==> src/hdl/mlfq_pkg.sv <==
// Package for the multilevel feedback queue scheduler.
// Holds field widths, codes, item and control structs and the time helpers.
// No dependencies.
package mlfq_pkg;

   // Sizes and widths.
   localparam int MAX_PROCS_DEFAULT = 16;
   localparam int LEVELS = 3;
   localparam int TIME_W = 20;
   localparam int BURST_W = 16;
   localparam int QUANT_W = 8;
   localparam int PWAIT_W = 16;
   localparam int SLOT_OUT_W = 4;
   localparam int LEVEL_W = 2;
   localparam int CSR_IDX_W = 4;
   localparam int CSR_DATA_W = 16;

   localparam logic [TIME_W-1:0] TIME_MAX = 20'hFFFFF;

   // Configuration register indexes.
   localparam logic [CSR_IDX_W-1:0] CSR_QUANTUM_LEVEL0 = 4'd0;
   localparam logic [CSR_IDX_W-1:0] CSR_QUANTUM_LEVEL1 = 4'd1;
   localparam logic [CSR_IDX_W-1:0] CSR_QUANTUM_LEVEL2 = 4'd2;
   localparam logic [CSR_IDX_W-1:0] CSR_PROMOTE_AFTER = 4'd3;

   // Reset values of the configuration registers.
   localparam logic [QUANT_W-1:0] QUANTUM_LEVEL0_RESET = 8'd2;
   localparam logic [QUANT_W-1:0] QUANTUM_LEVEL1_RESET = 8'd4;
   localparam logic [QUANT_W-1:0] QUANTUM_LEVEL2_RESET = 8'd8;
   localparam logic [PWAIT_W-1:0] PROMOTE_AFTER_RESET = 16'd10;

   // Queue level codes.
   localparam logic [LEVEL_W-1:0] LEVEL_TOP = 2'd0;
   localparam logic [LEVEL_W-1:0] LEVEL_MID = 2'd1;
   localparam logic [LEVEL_W-1:0] LEVEL_BOTTOM = 2'd2;

   // Action codes.
   localparam logic ACTION_LOAD = 1'b0;
   localparam logic ACTION_STEP = 1'b1;

   typedef struct packed {
      logic                 action;
      logic [TIME_W-1:0]    arrive_at;
      logic [BURST_W-1:0]   burst_len;
   } req_item_type;

   typedef struct packed {
      logic                  served;
      logic [SLOT_OUT_W-1:0] served_slot;
      logic [LEVEL_W-1:0]    served_level;
      logic [QUANT_W-1:0]    run_length;
      logic                  finished;
      logic [TIME_W-1:0]     waiting_total;
      logic [TIME_W-1:0]     turnaround;
      logic [TIME_W-1:0]     now;
      logic                  all_done;
      logic                  table_full;
   } rsp_item_type;

   typedef struct packed {
      logic [QUANT_W-1:0] quantum_level0;
      logic [QUANT_W-1:0] quantum_level1;
      logic [QUANT_W-1:0] quantum_level2;
      logic [PWAIT_W-1:0] promote_after;
   } cfg_type;

   // One entry of the process table.
   typedef struct packed {
      logic [TIME_W-1:0]  arrival;
      logic [BURST_W-1:0] remaining;
      logic [TIME_W-1:0]  last_run;
      logic [TIME_W-1:0]  waiting;
   } slot_entry_type;

   typedef enum logic [4:0] {
      ST_IDLE,
      ST_LOAD,
      ST_ADM_RD,
      ST_ADM_CHK,
      ST_PICK,
      ST_QRD,
      ST_POP,
      ST_SLOT_RD,
      ST_SERVE,
      ST_ADM2_RD,
      ST_ADM2_CHK,
      ST_REQUEUE,
      ST_PR_TEST,
      ST_PR_POP,
      ST_PR_SLOT,
      ST_PR_CHK,
      ST_RESP
   } ctrl_state_type;

   // Commands from the controller to the datapath.
   typedef struct packed {
      logic accept;
      logic load;
      logic scan_init;
      logic scan_chk;
      logic rd_scan;
      logic tick;
      logic pick;
      logic pop;
      logic serve;
      logic requeue;
      logic pr_init_mid;
      logic pr_init_bottom;
      logic pr_chk;
   } ctrl_cmd_type;

   // Status from the datapath to the controller.
   typedef struct packed {
      logic nothing_left;
      logic any_queued;
      logic scan_done;
      logic pr_done;
      logic pr_at_bottom;
   } ctrl_status_type;

   // Saturating add of two time values.
   function automatic logic [TIME_W-1:0] sat_add(input logic [TIME_W-1:0] a,
                                                 input logic [TIME_W-1:0] b);
      logic [TIME_W:0] s;
      s = {1'b0, a} + {1'b0, b};
      return s[TIME_W] ? TIME_MAX : s[TIME_W-1:0];
   endfunction

   // Difference that stops at zero.
   function automatic logic [TIME_W-1:0] diff_floor(input logic [TIME_W-1:0] a,
                                                    input logic [TIME_W-1:0] b);
      return (a >= b) ? (a - b) : '0;
   endfunction

endpackage

==> src/hdl/mlfq_scheduler_unit.sv <==
// Top level of the three-level feedback queue scheduler.
// Depends on mlfq_pkg, mlfq_csr, mlfq_ctrl and mlfq_datapath.
//
//  Channel  Ports                          Handshake
//  request  start, busy, req_item          taken when start is high and busy low
//  result   rsp_strobe, rsp_item           one cycle per item, cannot be held off
//  config   csr_valid, csr_ready, csr_*    taken when valid and ready are high
//
// A step that serves runs two admission scans of the process table and a
// promotion sweep of the entries queued in the middle and bottom levels when
// the sweep opens, each bound by the single read port of the table memory.
// A step that only advances time runs just the first admission scan, and a
// step when nothing is left runs neither. busy stays high until the result strobe.
// Reset is synchronous; all queues and slots are empty after it.
module mlfq_scheduler_unit import mlfq_pkg::*; #(
   parameter int MAX_PROCS = MAX_PROCS_DEFAULT
) (
   input  logic                  clock,
   input  logic                  reset,
   input  logic                  start,
   output logic                  busy,
   input  req_item_type          req_item,
   output logic                  rsp_strobe,
   output rsp_item_type          rsp_item,
   input  logic                  csr_valid,
   output logic                  csr_ready,
   input  logic [CSR_IDX_W-1:0]  csr_index,
   input  logic [CSR_DATA_W-1:0] csr_data
);

   cfg_type         cfg;
   ctrl_cmd_type    cmd;
   ctrl_status_type status;

   mlfq_csr u_csr (
      .clock     (clock),
      .reset     (reset),
      .csr_valid (csr_valid),
      .csr_ready (csr_ready),
      .csr_index (csr_index),
      .csr_data  (csr_data),
      .cfg       (cfg)
   );

   mlfq_ctrl u_ctrl (
      .clock      (clock),
      .reset      (reset),
      .start      (start),
      .action     (req_item.action),
      .status     (status),
      .cmd        (cmd),
      .busy       (busy),
      .rsp_strobe (rsp_strobe)
   );

   mlfq_datapath #(
      .MAX_PROCS (MAX_PROCS)
   ) u_datapath (
      .clock    (clock),
      .reset    (reset),
      .cmd      (cmd),
      .cfg      (cfg),
      .req_item (req_item),
      .status   (status),
      .rsp_item (rsp_item)
   );

endmodule

==> src/hdl/mlfq_csr.sv <==
// Configuration registers of the scheduler: three quanta and the promotion wait.
// Depends on mlfq_pkg.
module mlfq_csr import mlfq_pkg::*; (
   input  logic                  clock,
   input  logic                  reset,
   input  logic                  csr_valid,
   output logic                  csr_ready,
   input  logic [CSR_IDX_W-1:0]  csr_index,
   input  logic [CSR_DATA_W-1:0] csr_data,
   output cfg_type               cfg
);

   cfg_type cfg_ff, cfg_in;

   // Writes are always taken.
   assign csr_ready = 1'b1;

   // Next register values; unknown indexes change nothing.
   always_comb begin
      cfg_in = cfg_ff;
      if (csr_valid) begin
         case (csr_index)
            CSR_QUANTUM_LEVEL0: cfg_in.quantum_level0 = csr_data[QUANT_W-1:0];
            CSR_QUANTUM_LEVEL1: cfg_in.quantum_level1 = csr_data[QUANT_W-1:0];
            CSR_QUANTUM_LEVEL2: cfg_in.quantum_level2 = csr_data[QUANT_W-1:0];
            CSR_PROMOTE_AFTER: cfg_in.promote_after = csr_data[PWAIT_W-1:0];
            default: cfg_in = cfg_ff;
         endcase
      end
   end

   always_ff @(posedge clock) begin
      if (reset) begin
         cfg_ff.quantum_level0 <= QUANTUM_LEVEL0_RESET;
         cfg_ff.quantum_level1 <= QUANTUM_LEVEL1_RESET;
         cfg_ff.quantum_level2 <= QUANTUM_LEVEL2_RESET;
         cfg_ff.promote_after <= PROMOTE_AFTER_RESET;
      end else begin
         cfg_ff <= cfg_in;
      end
   end

   assign cfg = cfg_ff;

endmodule

==> src/hdl/mlfq_ctrl.sv <==
// Controller state machine of the scheduler: sequences load, admission scans,
// service, requeue and the promotion sweep. Depends on mlfq_pkg.
module mlfq_ctrl import mlfq_pkg::*; (
   input  logic            clock,
   input  logic            reset,
   input  logic            start,
   input  logic            action,
   input  ctrl_status_type status,
   output ctrl_cmd_type    cmd,
   output logic            busy,
   output logic            rsp_strobe
);

   ctrl_state_type state_ff, state_in;

   always_ff @(posedge clock) begin
      if (reset) begin
         state_ff <= ST_IDLE;
      end else begin
         state_ff <= state_in;
      end
   end

   // Next state and commands.
   always_comb begin
      state_in = state_ff;
      cmd = '0;
      rsp_strobe = 1'b0;
      case (state_ff)
         ST_IDLE: begin
            if (start) begin
               cmd.accept = 1'b1;
               if (action == ACTION_LOAD) begin
                  state_in = ST_LOAD;
               end else if (status.nothing_left) begin
                  state_in = ST_RESP;
               end else begin
                  cmd.scan_init = 1'b1;
                  state_in = ST_ADM_RD;
               end
            end
         end
         ST_LOAD: begin
            cmd.load = 1'b1;
            state_in = ST_RESP;
         end
         ST_ADM_RD: begin
            cmd.rd_scan = 1'b1;
            state_in = status.scan_done ? ST_PICK : ST_ADM_CHK;
         end
         ST_ADM_CHK: begin
            cmd.rd_scan = 1'b1;
            cmd.scan_chk = 1'b1;
            state_in = ST_ADM_RD;
         end
         ST_PICK: begin
            if (status.any_queued) begin
               cmd.pick = 1'b1;
               state_in = ST_QRD;
            end else begin
               cmd.tick = 1'b1;
               state_in = ST_RESP;
            end
         end
         ST_QRD: begin
            state_in = ST_POP;
         end
         ST_POP: begin
            cmd.pop = 1'b1;
            state_in = ST_SLOT_RD;
         end
         ST_SLOT_RD: begin
            state_in = ST_SERVE;
         end
         ST_SERVE: begin
            cmd.serve = 1'b1;
            cmd.scan_init = 1'b1;
            state_in = ST_ADM2_RD;
         end
         ST_ADM2_RD: begin
            cmd.rd_scan = 1'b1;
            state_in = status.scan_done ? ST_REQUEUE : ST_ADM2_CHK;
         end
         ST_ADM2_CHK: begin
            cmd.rd_scan = 1'b1;
            cmd.scan_chk = 1'b1;
            state_in = ST_ADM2_RD;
         end
         ST_REQUEUE: begin
            cmd.requeue = 1'b1;
            cmd.pr_init_mid = 1'b1;
            state_in = ST_PR_TEST;
         end
         // This cycle also reads the head of the level being swept.
         ST_PR_TEST: begin
            if (!status.pr_done) begin
               state_in = ST_PR_POP;
            end else if (status.pr_at_bottom) begin
               state_in = ST_RESP;
            end else begin
               cmd.pr_init_bottom = 1'b1;
               state_in = ST_PR_TEST;
            end
         end
         ST_PR_POP: begin
            cmd.pop = 1'b1;
            state_in = ST_PR_SLOT;
         end
         ST_PR_SLOT: begin
            state_in = ST_PR_CHK;
         end
         ST_PR_CHK: begin
            cmd.pr_chk = 1'b1;
            state_in = ST_PR_TEST;
         end
         ST_RESP: begin
            rsp_strobe = 1'b1;
            state_in = ST_IDLE;
         end
         default: begin
            state_in = ST_IDLE;
         end
      endcase
   end

   assign busy = (state_ff != ST_IDLE);

endmodule

==> src/hdl/mlfq_datapath.sv <==
// Datapath of the scheduler: process table memory, level queue memory,
// queue pointers, time, scan counters and result registers. Depends on mlfq_pkg.
module mlfq_datapath import mlfq_pkg::*; #(
   parameter int MAX_PROCS = MAX_PROCS_DEFAULT
) (
   input  logic            clock,
   input  logic            reset,
   input  ctrl_cmd_type    cmd,
   input  cfg_type         cfg,
   input  req_item_type    req_item,
   output ctrl_status_type status,
   output rsp_item_type    rsp_item
);

   localparam int SW = $clog2(MAX_PROCS);
   localparam int CW = $clog2(MAX_PROCS + 1);
   localparam int QAW = $clog2(LEVELS * MAX_PROCS);

   // Memories.
   slot_entry_type slot_mem [MAX_PROCS];
   logic [SW-1:0]  q_mem [LEVELS * MAX_PROCS];
   slot_entry_type slot_rd_ff;
   logic [SW-1:0]  q_rd_ff;

   // Control state.
   logic [CW-1:0]        loaded_ff, loaded_in;
   logic [TIME_W-1:0]    time_ff, time_in;
   logic [MAX_PROCS-1:0] pending_ff, pending_in;
   logic [SW-1:0]        head_ff [LEVELS];
   logic [SW-1:0]        head_in [LEVELS];
   logic [CW-1:0]        cnt_ff [LEVELS];
   logic [CW-1:0]        cnt_in [LEVELS];
   logic [CW-1:0]        idx_ff, idx_in;
   logic [CW-1:0]        pr_cnt_ff, pr_cnt_in;
   logic [LEVEL_W-1:0]   cur_lvl_ff, cur_lvl_in;

   // Payload state.
   req_item_type         req_ff;
   logic [SW-1:0]        slot_ff;
   logic [LEVEL_W-1:0]   push_lvl_ff;
   logic                 res_served_ff;
   logic [SW-1:0]        res_slot_ff;
   logic [LEVEL_W-1:0]   res_level_ff;
   logic [QUANT_W-1:0]   res_run_ff;
   logic                 res_finished_ff;
   logic [TIME_W-1:0]    res_wait_ff;
   logic [TIME_W-1:0]    res_turn_ff;
   logic                 res_full_ff;

   // Combinational values.
   logic [SW-1:0]        scan_slot;
   logic                 adm_hit;
   logic                 table_full;
   logic [QUANT_W-1:0]   quantum;
   logic                 full_slice;
   logic [QUANT_W-1:0]   run;
   logic [BURST_W-1:0]   new_rem;
   logic [TIME_W-1:0]    new_time;
   logic [TIME_W-1:0]    wait_new;
   logic [TIME_W-1:0]    turn;
   logic                 promo_hit;
   logic [SW-1:0]        tail [LEVELS];
   logic [CW:0]          tail_sum [LEVELS];
   logic                 any_queued;
   logic [LEVEL_W-1:0]   top_lvl;
   logic                 push_en;
   logic [LEVEL_W-1:0]   push_lvl;
   logic [SW-1:0]        push_slot;
   logic [SW-1:0]        push_tail;
   logic [SW-1:0]        cur_head;
   logic [QAW-1:0]       q_wr_addr;
   logic [QAW-1:0]       q_rd_addr;
   logic [SW-1:0]        slot_rd_addr;
   logic                 slot_we;
   logic [SW-1:0]        slot_wr_addr;
   slot_entry_type       slot_wr_data;

   assign scan_slot = idx_ff[SW-1:0];
   assign table_full = (loaded_ff >= CW'(MAX_PROCS));

   // Admission test for the slot under the scan.
   assign adm_hit = pending_ff[scan_slot] && (slot_rd_ff.arrival <= time_ff);

   // Slice of the served process.
   always_comb begin
      case (cur_lvl_ff)
         LEVEL_TOP: quantum = cfg.quantum_level0;
         LEVEL_MID: quantum = cfg.quantum_level1;
         default:   quantum = cfg.quantum_level2;
      endcase
   end

   assign full_slice = (slot_rd_ff.remaining >= BURST_W'(quantum));
   assign run = full_slice ? quantum : slot_rd_ff.remaining[QUANT_W-1:0];
   assign new_rem = slot_rd_ff.remaining - BURST_W'(run);
   assign new_time = sat_add(time_ff, TIME_W'(run));
   assign wait_new = sat_add(slot_rd_ff.waiting,
                             diff_floor(time_ff, slot_rd_ff.last_run));
   assign turn = diff_floor(new_time, slot_rd_ff.arrival);
   assign promo_hit = (diff_floor(time_ff, slot_rd_ff.last_run) >=
                       TIME_W'(cfg.promote_after));

   // Tail position of each level, wrapped into the ring.
   always_comb begin
      for (int l = 0; l < LEVELS; l++) begin
         tail_sum[l] = (CW+1)'(head_ff[l]) + (CW+1)'(cnt_ff[l]);
         if (tail_sum[l] >= (CW+1)'(MAX_PROCS)) begin
            tail_sum[l] = tail_sum[l] - (CW+1)'(MAX_PROCS);
         end
         tail[l] = tail_sum[l][SW-1:0];
      end
   end

   assign any_queued = (cnt_ff[0] != '0) || (cnt_ff[1] != '0) || (cnt_ff[2] != '0);
   assign top_lvl = (cnt_ff[0] != '0) ? LEVEL_TOP :
                    (cnt_ff[1] != '0) ? LEVEL_MID : LEVEL_BOTTOM;

   // Head of the current level.
   always_comb begin
      case (cur_lvl_ff)
         LEVEL_TOP: cur_head = head_ff[0];
         LEVEL_MID: cur_head = head_ff[1];
         default:   cur_head = head_ff[2];
      endcase
   end

   // Queue push source: admission, requeue of the served item, or the promotion sweep.
   always_comb begin
      push_en = 1'b0;
      push_lvl = LEVEL_TOP;
      push_slot = slot_ff;
      if (cmd.scan_chk && adm_hit) begin
         push_en = 1'b1;
         push_slot = scan_slot;
      end else if (cmd.requeue && !res_finished_ff) begin
         push_en = 1'b1;
         push_lvl = push_lvl_ff;
      end else if (cmd.pr_chk) begin
         push_en = 1'b1;
         push_lvl = promo_hit ? (cur_lvl_ff - 2'd1) : cur_lvl_ff;
      end
   end

   always_comb begin
      case (push_lvl)
         LEVEL_TOP: push_tail = tail[0];
         LEVEL_MID: push_tail = tail[1];
         default:   push_tail = tail[2];
      endcase
   end

   assign q_wr_addr = QAW'(push_lvl) * QAW'(MAX_PROCS) + QAW'(push_tail);
   assign q_rd_addr = QAW'(cur_lvl_ff) * QAW'(MAX_PROCS) + QAW'(cur_head);

   // Level queue memory.
   always_ff @(posedge clock) begin
      if (push_en) begin
         q_mem[q_wr_addr] <= push_slot;
      end
      q_rd_ff <= q_mem[q_rd_addr];
   end

   // Process table port selection.
   assign slot_rd_addr = cmd.rd_scan ? scan_slot : slot_ff;
   assign slot_we = (cmd.load && !table_full) || cmd.serve;
   assign slot_wr_addr = cmd.serve ? slot_ff : loaded_ff[SW-1:0];

   always_comb begin
      if (cmd.serve) begin
         slot_wr_data.arrival = slot_rd_ff.arrival;
         slot_wr_data.remaining = new_rem;
         slot_wr_data.last_run = new_time;
         slot_wr_data.waiting = wait_new;
      end else begin
         slot_wr_data.arrival = req_ff.arrive_at;
         slot_wr_data.remaining = req_ff.burst_len;
         slot_wr_data.last_run = req_ff.arrive_at;
         slot_wr_data.waiting = '0;
      end
   end

   // Process table memory.
   always_ff @(posedge clock) begin
      if (slot_we) begin
         slot_mem[slot_wr_addr] <= slot_wr_data;
      end
      slot_rd_ff <= slot_mem[slot_rd_addr];
   end

   // Next values of the control state.
   always_comb begin
      loaded_in = loaded_ff;
      time_in = time_ff;
      pending_in = pending_ff;
      idx_in = idx_ff;
      pr_cnt_in = pr_cnt_ff;
      cur_lvl_in = cur_lvl_ff;

      if (cmd.load && !table_full) begin
         loaded_in = loaded_ff + 1'b1;
         pending_in[loaded_ff[SW-1:0]] = 1'b1;
      end
      if (cmd.scan_chk && adm_hit) begin
         pending_in[scan_slot] = 1'b0;
      end
      if (cmd.scan_init) begin
         idx_in = '0;
      end else if (cmd.scan_chk) begin
         idx_in = idx_ff + 1'b1;
      end
      if (cmd.tick) begin
         time_in = sat_add(time_ff, TIME_W'(1));
      end else if (cmd.serve) begin
         time_in = new_time;
      end
      if (cmd.pick) begin
         cur_lvl_in = top_lvl;
      end else if (cmd.pr_init_mid) begin
         cur_lvl_in = LEVEL_MID;
      end else if (cmd.pr_init_bottom) begin
         cur_lvl_in = LEVEL_BOTTOM;
      end

      for (int l = 0; l < LEVELS; l++) begin
         head_in[l] = head_ff[l];
         cnt_in[l] = cnt_ff[l];
         if (push_en && (push_lvl == LEVEL_W'(l))) begin
            cnt_in[l] = cnt_ff[l] + 1'b1;
         end
         if (cmd.pop && (cur_lvl_ff == LEVEL_W'(l))) begin
            cnt_in[l] = cnt_ff[l] - 1'b1;
            head_in[l] = (head_ff[l] == SW'(MAX_PROCS - 1)) ? '0 : head_ff[l] + 1'b1;
         end
      end

      // The sweep length is the count of the level when its sweep opens.
      if (cmd.pr_init_mid) begin
         pr_cnt_in = cnt_in[1];
      end else if (cmd.pr_init_bottom) begin
         pr_cnt_in = cnt_ff[2];
      end else if (cmd.pop && (pr_cnt_ff != '0)) begin
         pr_cnt_in = pr_cnt_ff - 1'b1;
      end
   end

   always_ff @(posedge clock) begin
      if (reset) begin
         loaded_ff <= '0;
         time_ff <= '0;
         pending_ff <= '0;
         idx_ff <= '0;
         pr_cnt_ff <= '0;
         cur_lvl_ff <= LEVEL_TOP;
         for (int l = 0; l < LEVELS; l++) begin
            head_ff[l] <= '0;
            cnt_ff[l] <= '0;
         end
      end else begin
         loaded_ff <= loaded_in;
         time_ff <= time_in;
         pending_ff <= pending_in;
         idx_ff <= idx_in;
         pr_cnt_ff <= pr_cnt_in;
         cur_lvl_ff <= cur_lvl_in;
         for (int l = 0; l < LEVELS; l++) begin
            head_ff[l] <= head_in[l];
            cnt_ff[l] <= cnt_in[l];
         end
      end
   end

   // Item capture, popped slot and result registers.
   always_ff @(posedge clock) begin
      if (cmd.accept) begin
         req_ff <= req_item;
         res_served_ff <= 1'b0;
         res_slot_ff <= '0;
         res_level_ff <= LEVEL_TOP;
         res_run_ff <= '0;
         res_finished_ff <= 1'b0;
         res_wait_ff <= '0;
         res_turn_ff <= '0;
         res_full_ff <= 1'b0;
      end
      if (cmd.load && table_full) begin
         res_full_ff <= 1'b1;
      end
      if (cmd.pop) begin
         slot_ff <= q_rd_ff;
      end
      if (cmd.serve) begin
         res_served_ff <= 1'b1;
         res_slot_ff <= slot_ff;
         res_level_ff <= cur_lvl_ff;
         res_run_ff <= run;
         res_finished_ff <= (new_rem == '0);
         res_wait_ff <= wait_new;
         res_turn_ff <= (new_rem == '0) ? turn : '0;
         push_lvl_ff <= (full_slice && (cur_lvl_ff != LEVEL_BOTTOM)) ?
                        (cur_lvl_ff + 2'd1) : cur_lvl_ff;
      end
   end

   // Status to the controller.
   assign status.nothing_left = (pending_ff == '0) && !any_queued;
   assign status.any_queued = any_queued;
   assign status.scan_done = (idx_ff >= loaded_ff);
   assign status.pr_done = (pr_cnt_ff == '0);
   assign status.pr_at_bottom = (cur_lvl_ff == LEVEL_BOTTOM);

   // Result item.
   assign rsp_item.served = res_served_ff;
   assign rsp_item.served_slot = SLOT_OUT_W'(res_slot_ff);
   assign rsp_item.served_level = res_level_ff;
   assign rsp_item.run_length = res_run_ff;
   assign rsp_item.finished = res_finished_ff;
   assign rsp_item.waiting_total = res_wait_ff;
   assign rsp_item.turnaround = res_turn_ff;
   assign rsp_item.now = time_ff;
   assign rsp_item.all_done = status.nothing_left;
   assign rsp_item.table_full = res_full_ff;

endmodule

==> config.mk <==
export PLATFORM = sky130hd
export DESIGN_NAME = mlfq_scheduler_unit
export DESIGN_NICKNAME = d
export VERILOG_FILES = /design/src/hdl/mlfq_pkg.sv /design/src/hdl/mlfq_scheduler_unit.sv /design/src/hdl/mlfq_csr.sv /design/src/hdl/mlfq_ctrl.sv /design/src/hdl/mlfq_datapath.sv
export SDC_FILE = /design/constraint.sdc
export NUM_CORES = 2
export LEC_CHECK = 0
export BUFFER_PORTS_ARGS = -buffer_cell sky130_fd_sc_hd__buf_2
export CAP_MARGIN = 20
export CORE_MARGIN = 2
export CORE_UTILIZATION = 60
export CTS_CLUSTER_DIAMETER = 50
export DETAILED_ROUTE_END_ITERATION = 12
export MAX_ROUTING_LAYER = met4
export PLACE_DENSITY_LB_ADDON = 0.15
export SLEW_MARGIN = 20
export SYNTH_ARGS = -nofsm -noshare
export SYNTH_HDL_FRONTEND = slang
export SYNTH_SLANG_ARGS = --single-unit
==> constraint.sdc <==
create_clock -name clock -period 16.2 [get_ports clock]
set_clock_uncertainty 0.1 [all_clocks]
set_input_delay 1.62 -clock clock [delete_from_list [all_inputs] [get_ports clock]]
set_output_delay 1.62 -clock clock [all_outputs]
set_load 0.005 [all_outputs]
== Word-level counts from Yosys, hierarchy flattened ==
Memory sizes are Yosys's and may differ from the RTL's. A register that Yosys moved wholly into a read port is not among the register bits.
Index checks and enable logic that the tools add are counted.
Storage, ports and cells
  bits in registers: 197
  memory bits (writable): 1435
  memories: 4
Memory list
  u_datapath.slot_mem: words 16, width 76, rd ports 1, clocked after memory_dff 1, wr ports 1, RTL line mlfq_datapath.sv:20  | slot_entry_type slot_mem [MAX_PROCS];
  u_datapath.q_mem: words 48, width 4, rd ports 1, clocked after memory_dff 1, wr ports 1, RTL line mlfq_datapath.sv:21  | logic [SW-1:0] q_mem [LEVELS * MAX_PROCS];
  u_datapath.cnt_ff: words 3, width 5, rd ports 3, clocked after memory_dff 0, wr ports 3, RTL line mlfq_datapath.sv:31  | logic [CW-1:0] cnt_ff [LEVELS];
  u_datapath.head_ff: words 3, width 4, rd ports 3, clocked after memory_dff 0, wr ports 3, RTL line mlfq_datapath.sv:29  | logic [SW-1:0] head_ff [LEVELS];
Cells by class
  $add $sub $neg: 28
  order comparisons: 14
  eq/ne operators: 28
  multiplexer cells: 108
  bitwise gates (word level): 9
  reduce and logical (&&, ||, !) cells: 48
Operator list (number)
  20-bit two-way mux: 11
  5-bit two-way mux: 18
  76-bit two-way mux: 1
  5-bit one-hot mux with 14 select lines: 1
  4-bit two-way mux: 17
  5-bit by 4-bit equality test with 1-bit output, second input constant: 8
  20-bit >= comparator: 2
  20-bit subtractor: 2
  1-bit two-way mux: 33
  16-bit logical NOT: 2
  16-bit two-way mux: 2
  2-bit two-way mux: 14
  5-bit by 1-bit adder with 5-bit output, second input constant: 5
  5-bit nonzero test: 5
  8-bit two-way mux: 3
  20-bit by 1-bit adder with 21-bit output, second input constant: 1
  20-bit by 20-bit adder with 21-bit output: 1
  20-bit by 8-bit adder with 21-bit output: 1
  5-bit by 3-bit equality test with 1-bit output, second input constant: 4
  20-bit by 16-bit >= comparator with 1-bit output: 1
  20-bit less-or-equal comparator: 1
  5-bit by 1-bit subtractor with 5-bit output, second input constant: 4
  4-bit by 5-bit adder with 6-bit output: 3
  6-bit by 5-bit >= comparator with 1-bit output, second input constant: 3
  41 further kinds: 92

== Longest topological paths before layout ==
  depth after elaboration: 12
  depth in mapped cells: 46

== Cells and area by module ==
A second synthesis with hierarchy kept.
Second synthesis, totals
  cells, all modules: 4675
  area, all modules: 72658.4 sq um
By module, submodules not included
  mlfq_datapath: instances 1, cells each 4434, area each 70333.7 sq um, sequential area each 48436.5 sq um
  mlfq_csr: instances 1, cells each 160, area each 1710.4 sq um, sequential area each 800.8 sq um
  mlfq_ctrl: instances 1, cells each 81, area each 614.3 sq um, sequential area each 100.1 sq um

== Least setup slack after synthesis ==
No wires, ideal clock.
  path type: register -> register
  start point: register u_datapath.cur_lvl_ff[1]
  end point: register u_datapath.res_turn_ff[3] (data pin)
  data arrival time: 8.643 ns
  setup slack: 7.188 ns
  cell stages (with the launch flop): 47
  path through: dfxtp_1 > clkbuf_1 > inv_1 > ha_1 > nor2_1 > clkbuf_1 > nand2_1 > nand2_1 > ha_1 > nand2b_1 > a21o_1 > a21o_1 > a21o_1 > a21o_1 > a21oi_1 > nor2b_1 > o21ai_0 > nor4bb_1 > [11 not listed] > a2111o_1 > clkbuf_1 > clkbuf_1 > buf_1 > nand2_1 > fa_1 > a21o_1 > a21oi_1 > o21ai_0 > a21oi_1 > o21bai_1 > a21oi_1 > o311a_1 > a31oi_1 > o21a_1 > o21ai_0 > clkbuf_1 > nor3_1
Between the ends
  word-level cells in the longest chain between the ends: 10
  elaborated cells between the ends (all ways): 14
  those cells by class: 3 x add/sub; 2 x order compare; 1 x eq/ne; 6 x mux; 2 x reduce/logical
Ends and longest elaborated chain
  start: declaration: RTL line mlfq_datapath.sv:35  | logic [LEVEL_W-1:0] cur_lvl_ff, cur_lvl_in;
  start signal: assignment: RTL line mlfq_datapath.sv:264  | cur_lvl_ff <= cur_lvl_in;
  2-bit by 1-bit equality test with 1-bit output or 2-bit logical NOT (tied branches): RTL line mlfq_datapath.sv:86  | case (cur_lvl_ff)
  8-bit one-hot mux with 2 select lines (*): RTL line mlfq_datapath.sv:86
  16-bit by 8-bit >= comparator with 1-bit output: RTL line mlfq_datapath.sv:93  | assign full_slice = (slot_rd_ff.remaining >= BURST_W'(quantum));
  8-bit two-way mux (*): RTL line mlfq_datapath.sv:94  | assign run = full_slice ? quantum : slot_rd_ff.remaining[QUANT_W-1:0];
  via u_datapath.run[0]: RTL line mlfq_datapath.sv:56  | logic [QUANT_W-1:0] run;
  20-bit by 8-bit adder with 21-bit output: RTL line mlfq_pkg.sv:125  | s = {1'b0, a} + {1'b0, b};
  20-bit two-way mux: RTL line mlfq_pkg.sv:126  | return s[TIME_W] ? TIME_MAX : s[TIME_W-1:0];
  20-bit subtractor or 20-bit >= comparator (tied branches): RTL line mlfq_pkg.sv:132  | return (a >= b) ? (a - b) : '0;
  20-bit two-way mux: RTL line mlfq_pkg.sv:132
  20-bit two-way mux (*): RTL line mlfq_datapath.sv:298  | res_turn_ff <= (new_rem == '0) ? turn : '0;
  20-bit two-way mux (*): RTL line mlfq_datapath.sv:291  | if (cmd.serve) begin
  end signal: assignment: RTL line mlfq_datapath.sv:298
  end: declaration: RTL line mlfq_datapath.sv:47  | logic [TIME_W-1:0] res_turn_ff;
Mark *: on every way through the listed nets, which the timed path passes. The rest lies on a longest branch.
A chain may end at the register's enable or synchronous reset.

== Worst setup path in the final report ==
  start point: register u_datapath.cur_lvl_ff[0]
  end point: register u_datapath.res_turn_ff[13] (data pin)
The elaborated chain is that of the path after synthesis.

==> summary.txt <==
Yosys
  • Most common flop cell mapped by yosys: edfxtp_1
  • Synthesized net count: 4,905
  • Syn Area/Cell: 15.4 um^2
  • YS warnings: 0
  • Synth Register Bits: 1,712
  • Synth cell types: 91
  • Sequential fraction of the synthesis area: 0.685
  • Cell Area, Synth: 72,000 um^2
  • Post-synth EDFFs: 1,505
  • Syn Inst Count: 4,676
  • Ys async rst share: 0

Clock network
  • Hold buffers post-CTS: 0
  • Max Buffers Root-to-Sink: 3
  • CTS Sinks: 1,712
  • Reg clk slew, reported paths: 0.06 ns
  • H-tree depth: 4
  • Postcts setup bufs: 0
  • Post-CTS sizing: 0
  • Clk Tree Root Cell: clkbuf_16
  • Clock latency on the worst-skew pair: 0.81 ns
  • Num CTS Buffers: 175
  • CTS tree: done

Power
  • Worst VDD drop: 0.122 mV
  • Switch Pwr: 1.97 mW
  • Clk pwr share: 0.430
  • Comb pwr share: 0.038
  • Cell Int Power: 7.28 mW
  • Lkg Pwr: 26.7 nW
  • Sequential group share of total power: 0.531
  • Sw Share: 0.213
  • Power per cell area: 115 nW/um^2

Worst setup path
  • CP required: 16.64 ns
  • Cell family with most CP delay: compound AO/OA/AOI/OAI gates
  • Critical path's slowest cell: a2111o_1
  • Crit path buf inv count: 4
  • Crit path capture type: register
  • Critical path class: register to register
  • Setup slack, reg-to-reg: 6.23 ns
  • Signal arrival time at the worst endpoint: 10.41 ns
  • Most frequent CP cell: o21ai_0
  • Startpoint types: register
  • Max stage delay on crit path: 0.83 ns
  • Crit Path Max Fanout: 27

Route
  • DRT iter0 DRCs: 5,174
  • Avg WL per Cell: 27.9 um
  • DR pass1 iterations: 6
  • Vias per cell: 6.41
  • Post-Route WL: 185,000 um
  • Vias: 42,502
  • Antenna Nets Post-Route: 0
  • DR DRC count: 0

Global routing
  • Vias in the first global route: 41,275
  • Initial antenna violation count: 11
  • Grt total ovfl: 0
  • First-pass GRT wire length: 271,000 um
  • Largest net degree at the start of global routing: 140
  • GR Util All Layers: 0.313

Floorplan
  • Cell row count: 127
  • Die Area: 123,000 um^2
  • Initial Util: 0.602
  • Num ports: 142
  • Core box area: 119,000 um^2
  • Die Y: 350 um
  • Die width: 350 um

Layout
  • Area of the multi-input gates: 21,300 um^2
  • Fin util: 0.675
  • Area delta synth->final: 12.0%
  • Share of cells above drive strength 1: 0.180
  • Nets: 5,091
  • Fillers: 8,177
  • Finished Layout Cells: 6,629
  • Seq. cell area: 49,300 um^2

STA
  • Final Hold Viols: 0
  • RSZ-0062 raised after global routing: false
  • Period utilisation layout: 0.616
  • Slew @ Worst Pin: 1.15 ns
  • Final setup viols: 0
  • Pins Over Slew Limit: 0
  • Setup TNS: 0 ns
  • Min Tclk post-route: 9.97 ns
  • Fmax: 100 MHz
  • Slew Limit Headroom: 0.233

Run
  • Max-capacitance violation count: 0

Worst hold path
  • Worst Hold Class: register to register

Placement
  • Placed Cells: 6,295
  • DPL Wire Length: 107,000 um
  • GP Congestion: 0.953
  • Port Buffer Count: 140

Run status
  • Status: complete, no violations
synth_stat cells, drive strengths merged (6+ instances only):
| cell | count | area [um^2] |
|---|---|---|
| mux4 | 313 | 7050 |
| nor2 | 264 | 1020 |
| o21bai | 10 | 75.1 |
| a22oi | 6 | 45.0 |
| o21a | 19 | 143 |
| fa | 10 | 200 |
| or3 | 10 | 62.6 |
| a221oi | 7 | 61.3 |
| and2 | 135 | 847 |
| a211oi | 145 | 1090 |
| buf | 74 | 370 |
| mux2 | 16 | 184 |
| xnor2 | 78 | 683 |
| mux2i | 38 | 380 |
| edfxtp | 1505 | 45200 |
| nand2 | 473 | 1780 |
| a21oi | 217 | 1090 |
| ha | 158 | 1980 |
| nand2b | 18 | 123 |
| nand3 | 31 | 160 |
| clkbuf | 167 | 627 |
| a311oi | 38 | 333 |
| and3 | 15 | 93.8 |
| nand4 | 30 | 188 |
| a21o | 32 | 240 |
| o21ai | 122 | 611 |
| and4 | 7 | 61.3 |
| nor4 | 15 | 93.8 |
| a211o | 10 | 90.1 |
| a22o | 13 | 115 |
| nand4b | 7 | 61.3 |
| nor2b | 27 | 169 |
| dfxtp | 207 | 4140 |
| nor3 | 45 | 225 |
| a31oi | 137 | 863 |
| xor2 | 30 | 263 |
| inv | 174 | 653 |
per-layer routing:
layer,vias to the layer above,GRT usage,routed length [um]
met3,315,0.0578,17500
met1,21685,0.436,75000
met4,0,0.0907,4670
met5,-,-,0
li1,18473,-,-
met2,2029,0.480,87600
power groups by stage:
stage | sequential (mW) | clock, mW | combinational, mW
4_1_cts | 4.92 | 4.02 | 0.351
5_1_grt | 4.92 | 4.19 | 0.383
6_report | 4.92 | 3.98 | 0.354
3_5_place_dp | 5.01 | 0 | 0.349
3_3_place_gp | 5.01 | 0 | 0.343
2_1_floorplan | 4.99 | 0 | 0.199
sequential cells by signal, summed over array words and instances, names as in the netlist, 8 cells and up:
name,count
u_csr.cfg,40
u_datapath.cnt_ff,15
u_datapath.head_ff,12
u_datapath.pending_ff,16
u_datapath.q_mem,192
u_datapath.req_ff,36
u_datapath.res_run_ff,8
u_datapath.res_turn_ff,20
u_datapath.res_wait_ff,20
u_datapath.slot_mem,1216
u_datapath.slot_rd_ff,76
u_datapath.time_ff,20
logic make-up (layout without fill, tap and decap cells):
kind of cell / Yosys count / after routing / synth area share
multiplexers: 367 / 367 / 0.106
XOR/XNOR: 108 / 108 / 0.0131
other: 1 / 8 / 0.0000521
flip-flops: 1712 / 1712 / 0.685
AO/OA/AOI/OAI: 806 / 806 / 0.0722
adder cells (fa/ha/maj): 168 / 168 / 0.0302
AND/OR/NAND/NOR: 1098 / 1098 / 0.0702
buffers and inverters: 416 / 750 / 0.0230
placed cells by master (no fill, tap or decap), types with 44 or more instances in the layout:
cell | Yosys | final
xnor2_1 | 78 | 78
clkbuf_16 | 0 | 177
a31oi_1 | 136 | 134
nor2_1 | 259 | 240
inv_1 | 173 | 172
nand2_1 | 472 | 470
a21oi_1 | 215 | 203
o21ai_0 | 117 | 113
buf_4 | 4 | 106
mux4_2 | 313 | 313
clkbuf_1 | 167 | 55
buf_2 | 38 | 139
ha_1 | 158 | 158
edfxtp_1 | 1505 | 1505
dfxtp_1 | 207 | 207
a211oi_1 | 145 | 145
nor3_1 | 45 | 44
and2_1 | 128 | 127
metrics by stage:
stage / hold WS, ns / power (mW) / instance area, um^2 / setup slack [ns]
6_report: 0.299 / 9.26 / 80600 / 6.23
5_1_grt: 0.310 / 9.49 / 80600 / 5.54
4_1_cts: 0.305 / 9.29 / 80500 / 6.45
3_5_place_dp: 0.292 / 5.36 / 74800 / 6.55
3_3_place_gp: 0.288 / 5.35 / 74800 / 6.66
2_1_floorplan: 0.286 / 5.19 / 72000 / 7.19
path summary, 6_finish.rpt:
kind                                          startpoint                    endpoint  depth (start not counted)
worst min-delay path               u_datapath.q_rd_ff[2]       u_datapath.slot_ff[2]                          0
worst min register to register     u_datapath.q_rd_ff[2]       u_datapath.slot_ff[2]                          0
worst max register to register  u_datapath.cur_lvl_ff[0]  u_datapath.res_turn_ff[13]                         41
worst max-delay path            u_datapath.cur_lvl_ff[0]  u_datapath.res_turn_ff[13]                         41
area by class of cell:
cell class,instances,share of cell area
antenna,7,0.000217
clock buffer,247,0.0601
clock inverter,78,0.0105
inverter,175,0.00815
multi-input combinational,2548,0.264
sequential,1712,0.612
tap,1612,0.0250
timing repair buffer,250,0.0198
Note: power is estimated with default switching activity, not from simulation.
